## src/rtl/fcce_pkg.sv

```systemverilog
// shared types, codes and command/status bundles of the cluster chain engine
package fcce_pkg;

    localparam int KIND_W   = 3;
    localparam int BIDX_W   = 13;
    localparam int CLUS_W   = 12;
    localparam int ENTRY_W  = 12;
    localparam int STATUS_W = 2;
    localparam int IN_TDATA_W  = 56;
    localparam int OUT_TDATA_W = 24;

    localparam logic [ENTRY_W-1:0] END_MARK = 12'hfff;

    typedef enum logic [KIND_W-1:0] {
        KIND_LOAD   = 3'd0,
        KIND_READ   = 3'd1,
        KIND_GET    = 3'd2,
        KIND_SET    = 3'd3,
        KIND_FIND   = 3'd4,
        KIND_APPEND = 3'd5,
        KIND_CLEAR  = 3'd6,
        KIND_NONE   = 3'd7
    } kind_t;

    typedef enum logic [STATUS_W-1:0] {
        ST_OK      = 2'd0,
        ST_DIFFER  = 2'd1,
        ST_WALK    = 2'd2,
        ST_NO_FREE = 2'd3
    } status_t;

    typedef enum logic [1:0] {
        RA_BIDX = 2'd0,
        RA_LO   = 2'd1,
        RA_HI   = 2'd2
    } raddr_sel_t;

    typedef enum logic [2:0] {
        EC_CLUS = 3'd0,
        EC_VAL  = 3'd1,
        EC_NXT  = 3'd2,
        EC_SCAN = 3'd3,
        EC_CUR  = 3'd4
    } ecl_sel_t;

    typedef enum logic [1:0] {
        WV_VAL  = 2'd0,
        WV_END  = 2'd1,
        WV_ZERO = 2'd2
    } wv_sel_t;

    typedef struct packed {
        logic       accept;
        logic       load_do;
        raddr_sel_t rd_sel;
        logic       wr_lo;
        logic       wr_hi;
        logic       lo_ld;
        logic       hi_ld;
        logic       byte_cap;
        logic       ecl_ld;
        ecl_sel_t   ecl_sel;
        logic       wv_ld;
        wv_sel_t    wv_sel;
        logic       cur_clus;
        logic       cur_nxt;
        logic       nxt_ld;
        logic       steps_clr;
        logic       steps_inc;
        logic       scan_init;
        logic       scan_inc;
        logic       ent_cap;
        logic       ent_scan;
        logic       st_ld;
        status_t    st_val;
        logic       push;
    } cmd_t;

    typedef struct packed {
        kind_t kind;
        logic  copies_differ;
        logic  entry_zero;
        logic  nxt_end;
        logic  steps_max;
        logic  scan_end;
        logic  out_busy;
    } sts_t;

endpackage

```

## src/rtl/fcce_ctrl.sv

```systemverilog
// operation sequencer of the cluster chain engine
module fcce_ctrl
    import fcce_pkg::*;
(
    input  logic clk,
    input  logic rst_n,
    input  logic in_valid,
    output logic in_ready,
    input  sts_t sts,
    output cmd_t cmd
);

    typedef enum logic [4:0] {
        S_IDLE, S_DISPATCH, S_RB_CAP,
        S_ER_LO, S_ER_HI, S_ER_CAP, S_EW_LO, S_EW_HI,
        S_GET, S_SET, S_FF_CHK, S_FF_TEST,
        S_AP_FIRST, S_AP_LOOP, S_AP_NEXT, S_AP_W2, S_AP_W3, S_AP_W4,
        S_CL_FIRST, S_CL_LOOP, S_CL_ADV, S_DONE
    } state_t;

    state_t state_reg, state_next;
    state_t ret_reg, ret_next;

    assign in_ready = (state_reg == S_IDLE);

    always_comb
    begin
        cmd        = '0;
        state_next = state_reg;
        ret_next   = ret_reg;
        unique case (state_reg)
            S_IDLE:
            begin
                if (in_valid)
                begin
                    cmd.accept = 1'b1;
                    state_next = S_DISPATCH;
                end
            end
            S_DISPATCH:
            begin
                unique case (sts.kind)
                    KIND_LOAD:
                    begin
                        cmd.load_do = 1'b1;
                        cmd.st_ld   = 1'b1;
                        cmd.st_val  = sts.copies_differ ? ST_DIFFER : ST_OK;
                        state_next  = S_DONE;
                    end
                    KIND_READ:
                    begin
                        cmd.rd_sel = RA_BIDX;
                        state_next = S_RB_CAP;
                    end
                    KIND_GET:
                    begin
                        cmd.ecl_ld = 1'b1;
                        ret_next   = S_GET;
                        state_next = S_ER_LO;
                    end
                    KIND_SET:
                    begin
                        cmd.ecl_ld = 1'b1;
                        cmd.wv_ld  = 1'b1;
                        cmd.wv_sel = WV_VAL;
                        ret_next   = S_SET;
                        state_next = S_ER_LO;
                    end
                    KIND_FIND:
                    begin
                        cmd.scan_init = 1'b1;
                        state_next    = S_FF_CHK;
                    end
                    KIND_APPEND:
                    begin
                        cmd.ecl_ld    = 1'b1;
                        cmd.cur_clus  = 1'b1;
                        cmd.steps_clr = 1'b1;
                        ret_next      = S_AP_FIRST;
                        state_next    = S_ER_LO;
                    end
                    KIND_CLEAR:
                    begin
                        cmd.ecl_ld    = 1'b1;
                        cmd.cur_clus  = 1'b1;
                        cmd.steps_clr = 1'b1;
                        ret_next      = S_CL_FIRST;
                        state_next    = S_ER_LO;
                    end
                    default: state_next = S_DONE;
                endcase
            end
            S_RB_CAP:
            begin
                cmd.byte_cap = 1'b1;
                state_next   = S_DONE;
            end
            S_ER_LO:
            begin
                cmd.rd_sel = RA_LO;
                state_next = S_ER_HI;
            end
            S_ER_HI:
            begin
                cmd.rd_sel = RA_HI;
                cmd.lo_ld  = 1'b1;
                state_next = S_ER_CAP;
            end
            S_ER_CAP:
            begin
                cmd.hi_ld  = 1'b1;
                state_next = ret_reg;
            end
            S_EW_LO:
            begin
                cmd.wr_lo  = 1'b1;
                state_next = S_EW_HI;
            end
            S_EW_HI:
            begin
                cmd.wr_hi  = 1'b1;
                state_next = ret_reg;
            end
            S_GET:
            begin
                cmd.ent_cap = 1'b1;
                state_next  = S_DONE;
            end
            S_SET:
            begin
                ret_next   = S_DONE;
                state_next = S_EW_LO;
            end
            S_FF_CHK:
            begin
                if (sts.scan_end)
                begin
                    cmd.st_ld  = 1'b1;
                    cmd.st_val = ST_NO_FREE;
                    state_next = S_DONE;
                end
                else
                begin
                    cmd.ecl_ld  = 1'b1;
                    cmd.ecl_sel = EC_SCAN;
                    ret_next    = S_FF_TEST;
                    state_next  = S_ER_LO;
                end
            end
            S_FF_TEST:
            begin
                if (sts.entry_zero)
                begin
                    cmd.ent_cap  = 1'b1;
                    cmd.ent_scan = 1'b1;
                    state_next   = S_DONE;
                end
                else
                begin
                    cmd.scan_inc = 1'b1;
                    state_next   = S_FF_CHK;
                end
            end
            S_AP_FIRST:
            begin
                if (sts.entry_zero)
                begin
                    cmd.wv_ld  = 1'b1;
                    cmd.wv_sel = WV_END;
                    ret_next   = S_DONE;
                    state_next = S_EW_LO;
                end
                else
                begin
                    cmd.nxt_ld = 1'b1;
                    state_next = S_AP_LOOP;
                end
            end
            S_AP_LOOP:
            begin
                priority if (sts.nxt_end)
                begin
                    cmd.ecl_ld  = 1'b1;
                    cmd.ecl_sel = EC_VAL;
                    cmd.wv_ld   = 1'b1;
                    cmd.wv_sel  = WV_END;
                    ret_next    = S_AP_W2;
                    state_next  = S_ER_LO;
                end
                else if (sts.steps_max)
                begin
                    cmd.st_ld  = 1'b1;
                    cmd.st_val = ST_WALK;
                    state_next = S_DONE;
                end
                else
                begin
                    cmd.cur_nxt   = 1'b1;
                    cmd.ecl_ld    = 1'b1;
                    cmd.ecl_sel   = EC_NXT;
                    cmd.steps_inc = 1'b1;
                    ret_next      = S_AP_NEXT;
                    state_next    = S_ER_LO;
                end
            end
            S_AP_NEXT:
            begin
                cmd.nxt_ld = 1'b1;
                state_next = S_AP_LOOP;
            end
            S_AP_W2:
            begin
                ret_next   = S_AP_W3;
                state_next = S_EW_LO;
            end
            S_AP_W3:
            begin
                // tail entry is re-read: it may share a byte with the new cluster
                cmd.cur_nxt = 1'b0;
                cmd.ecl_ld  = 1'b1;
                cmd.ecl_sel = EC_CUR;
                cmd.wv_ld   = 1'b1;
                cmd.wv_sel  = WV_VAL;
                ret_next    = S_AP_W4;
                state_next  = S_ER_LO;
            end
            S_AP_W4:
            begin
                ret_next   = S_DONE;
                state_next = S_EW_LO;
            end
            S_CL_FIRST:
            begin
                cmd.nxt_ld = 1'b1;
                state_next = S_CL_LOOP;
            end
            S_CL_LOOP:
            begin
                priority if (sts.nxt_end)
                begin
                    cmd.wv_ld  = 1'b1;
                    cmd.wv_sel = WV_ZERO;
                    ret_next   = S_DONE;
                    state_next = S_EW_LO;
                end
                else if (sts.steps_max)
                begin
                    cmd.st_ld  = 1'b1;
                    cmd.st_val = ST_WALK;
                    state_next = S_DONE;
                end
                else
                begin
                    cmd.wv_ld  = 1'b1;
                    cmd.wv_sel = WV_ZERO;
                    ret_next   = S_CL_ADV;
                    state_next = S_EW_LO;
                end
            end
            S_CL_ADV:
            begin
                cmd.cur_nxt   = 1'b1;
                cmd.ecl_ld    = 1'b1;
                cmd.ecl_sel   = EC_NXT;
                cmd.steps_inc = 1'b1;
                ret_next      = S_CL_FIRST;
                state_next    = S_ER_LO;
            end
            S_DONE:
            begin
                if (!sts.out_busy)
                begin
                    cmd.push   = 1'b1;
                    state_next = S_IDLE;
                end
            end
            default: state_next = S_IDLE;
        endcase
    end

    always_ff @(posedge clk or negedge rst_n)
    begin
        if (!rst_n)
        begin
            state_reg <= S_IDLE;
            ret_reg   <= S_DONE;
        end
        else
        begin
            state_reg <= state_next;
            ret_reg   <= ret_next;
        end
    end

endmodule
```

## config.mk

```make
export PLATFORM = sky130hd
export DESIGN_NAME = fcce_ctrl
export DESIGN_NICKNAME = d
export VERILOG_FILES = /design/src/rtl/fcce_pkg.sv /design/src/rtl/fcce_ctrl.sv
export SDC_FILE = /design/constraint.sdc
export NUM_CORES = 1
export LEC_CHECK = 0
export BUFFER_PORTS_ARGS = -buffer_cell sky130_fd_sc_hd__buf_4
export CAP_MARGIN = 20
export CORE_MARGIN = 2
export CORE_UTILIZATION = 45
export CTS_BUF_LIST = sky130_fd_sc_hd__clkbuf_16
export DETAILED_ROUTE_END_ITERATION = 10
export PLACE_DENSITY = 0.67
export SLEW_MARGIN = 0
export SYNTH_ARGS = -nofsm -noshare
export SYNTH_HDL_FRONTEND = slang
export SYNTH_SLANG_ARGS = --single-unit
```

## constraint.sdc

```tcl
create_clock -name clk -period 5.3 [get_ports clk]
set_input_delay 0.795 -clock clk [delete_from_list [all_inputs] [get_ports clk]]
set_output_delay 0.795 -clock clk [all_outputs]
set_load 0.01 [all_outputs]
```

==> results.sh <==
export IMPL_syn_avg_cell_area_um2=6.890
export IMPL_drv_slew=0
export IMPL_async_reset_ff_share_pct=100.0
export IMPL_route_detailed_drc=0
export IMPL_die_area_um2=3702
export IMPL_yosysSeqAreaShare_pct=17.47
export IMPL_drt_initial_drc_count=182
export IMPL_wl_per_cell_um=16.94
export IMPL_diodes=0
export IMPL_cp_arrival_ns=2.52
export IMPL_yosysWarnings=0
export IMPL_power_share_combinational_pct=63.7
export IMPL_leakage_nw=0.7918
export IMPL_drt_total_wl_um=4709
export IMPL_power_switching_w=0.0005431
export IMPL_cts_buffer_depth=2
export IMPL_grt_start_max_net_pins=32
export IMPL_htree_levels=1
export IMPL_fin_setup_tns_ns=0
export IMPL_grt_pass1_vias=1529
export IMPL_fin_util_pct=58.32
export IMPL_pwr_share_clk_pct=12.2
export IMPL_internal_power_w=0.0005166
export IMPL_slew_headroom_pct=37.55
export IMPL_yosysTopAreaCell="dfrtp_1"
export IMPL_cts_made_buffers=3
export IMPL_grt_overflow=0
export IMPL_holdBufCountCts=0
export IMPL_synth_area_leaders="dfrtp_1 12%, nand2_1 6.7%, nor2_1 5.9%"
export IMPL_multiInputGateArea_um2=1059
export IMPL_hold_class="input port to async pin"
export IMPL_cts_resized=0
export IMPL_finalCritPeriodShare_pct=62.54
export IMPL_firstDrtPassIters=6
export IMPL_register_area_um2=254.0
export IMPL_ant_nets=0
export IMPL_num_rows=20
export IMPL_drive_gt1_share_pct=25.21
export IMPL_synth_top_area_share_pct=12.05
export IMPL_cp_end_kind="output pin"
export IMPL_vias=1747
export IMPL_hpwl_um=3455
export IMPL_area_delta_synth_final_pct=22.46
export IMPL_die_h_um=60.84
export IMPL_synth_top_family_by_area="simple AND/OR/NAND/NOR gates"
export IMPL_cp_max_fo=31
export IMPL_initial_utilization_pct=47.62
export IMPL_nets=247
export IMPL_synth_common_cells="26 x nand2_1, 23 x nor2_1, 15 x a21oi_1"
export IMPL_core_region_area_um2=3053
export IMPL_yosysUniqueCellTypes=57
export IMPL_clock_sinks=10
export IMPL_num_io_pins=42
export IMPL_worstSetupStartpointType="register"
export IMPL_crit_type="register to output pin"
export IMPL_max_stage_delay_ns=0.95
export IMPL_worst_ep_required_time_ns=4.51
export IMPL_post_cts_repair_setup_buffers=0
export IMPL_max_cap_violations=0
export IMPL_syn_inst=211
export IMPL_synth_flop_cell="dfrtp_1"
export IMPL_synth_edf_count=0
export IMPL_cts_tree="built"
export IMPL_status="complete, no violations"
export IMPL_r2r_slack_ns=2.78
export IMPL_syn_area_um2=1454
export IMPL_crit_chain="and2b_1 > nand2_1 > or3_1 > nor3b_1 > o21ai_0 > buf_4"
export IMPL_clk_pin_slew_ns=0.04
export IMPL_p_seq_share_pct=24.1
export IMPL_synthAdderAreaFrac_pct=0
export IMPL_die_x_um=60.84
export IMPL_io_buffer_count=41
export IMPL_gp_congestion=0.9921
export IMPL_syn_nets=223
export IMPL_ys_seq_elements=10
export IMPL_sw_frac_of_total_pct=51.25
export IMPL_grt_pass1_wl_um=7376
export IMPL_worstPathBufferInverterCount=1
export IMPL_cts_root_buf="clkbuf_16"
export IMPL_antenna_found_initial=0
export IMPL_track_usage_pct=26.39
export IMPL_synth_simple_area_share_pct=39.76
export IMPL_synth_xor_area_share_pct=1.205
export IMPL_synthMuxAreaShare_pct=4.561
export IMPL_ir_worst_vdd_mv=0.4581
export IMPL_yosysMostFrequentCell="nand2_1"
export IMPL_report_final_hold_viol_count=0
export IMPL_min_period_ns=3.315
export IMPL_rsz0062_at_grt="no"
export IMPL_synth_compound_area_share_pct=27.28
export IMPL_n_fill_cell=300
export IMPL_crit_slowest_cell="dfrtp_1"
export IMPL_power_density_nw_per_um2=595.2
export IMPL_finalSetupViolations=0
export IMPL_fmax_ghz=0.3017
export IMPL_critical_path_top_delay_family="simple AND/OR/NAND/NOR gates"
export IMPL_vias_per_cell=6.284
export IMPL_worstMarginPinSlew_ns=0.9368
export IMPL_clock_latency_ns=0.23
export IMPL_finClkSkew_ns=0.001454
-- path summary, 6_finish.rpt --
check,start,end,cells after the start
setup / recovery,state_reg[3],cmd[19],6
hold / removal,rst_n,state_reg[1],1
setup reg to reg,state_reg[0],ret_reg[3],5
hold reg to reg,ret_reg[4],ret_reg[4],2
max in group asynchronous,rst_n,ret_reg[4],1
min in group clk,ret_reg[4],ret_reg[4],2
-- kinds of logic (layout without fill, tap and decap cells) --
family	after synthesis	in the layout
XOR/XNOR	2	2
buffers and inverters	29	52
AND/OR/NAND/NOR	108	108
AO/OA/AOI/OAI	56	56
flip-flops	10	10
multiplexers	6	6
-- per-layer routing --
metal / vias to the layer above / global-route usage, % / wire [um]
li1: 811 / - / -
met1: 807 / 37.58 / 1983
met2: 113 / 40.25 / 2227
met3: 16 / 4.051 / 404
met4: 0 / 9.938 / 94
met5: - / 0 / 0
-- stage by stage --
step | power, W | cells | setup slack [ns] | hold WS, ns | instance area [um^2]
2_1_floorplan | 0.0007275 | 211 | 2.713 | 0.4446 | 1454
3_3_place_gp | 0.0008945 | 274 | 2.334 | 0.4670 | 1702
3_5_place_dp | 0.0009019 | 274 | 2.294 | 0.4711 | 1702
4_1_cts | 0.001040 | 278 | 2.039 | 0.3792 | 1780
5_1_grt | 0.001134 | 278 | 1.831 | 0.3860 | 1780
6_report | 0.001060 | 278 | 1.985 | 0.3787 | 1780
-- power groups by stage --
| stage | sequential (W) | combinational (W) | clock (W) |
|---|---|---|---|
| finish | 0.000256 | 0.000675 | 0.000129 |
| floorplan | 0.000134 | 0.000594 | 0 |
| CTS | 0.000246 | 0.000662 | 0.000132 |
| global route | 0.000265 | 0.000732 | 0.000136 |
| detailed placement | 0.000246 | 0.000655 | 0 |
| global placement | 0.000242 | 0.000652 | 0 |
-- placed cells by master (no fill, tap or decap), types with 5 or more instances in the layout --
master / synthesis / final
mux2_2: 5 / 5
dfrtp_1: 7 / 7
inv_1: 7 / 7
nor2b_1: 8 / 8
a21oi_1: 15 / 15
nand2_1: 26 / 26
nand3_1: 8 / 8
nor3_1: 8 / 8
buf_4: 5 / 41
nor2_1: 23 / 23
o21ai_0: 11 / 11
-- cell type report --
type | instances | share of cell area [%]
clock inverters | 1 | 0.2108
well taps | 44 | 3.092
inverters | 7 | 1.476
multi-input cells | 172 | 59.45
flip-flops and latches | 10 | 14.27
repair buffers | 41 | 17.29
clock buffers | 3 | 4.216
(Power assumes the default switching activity.)
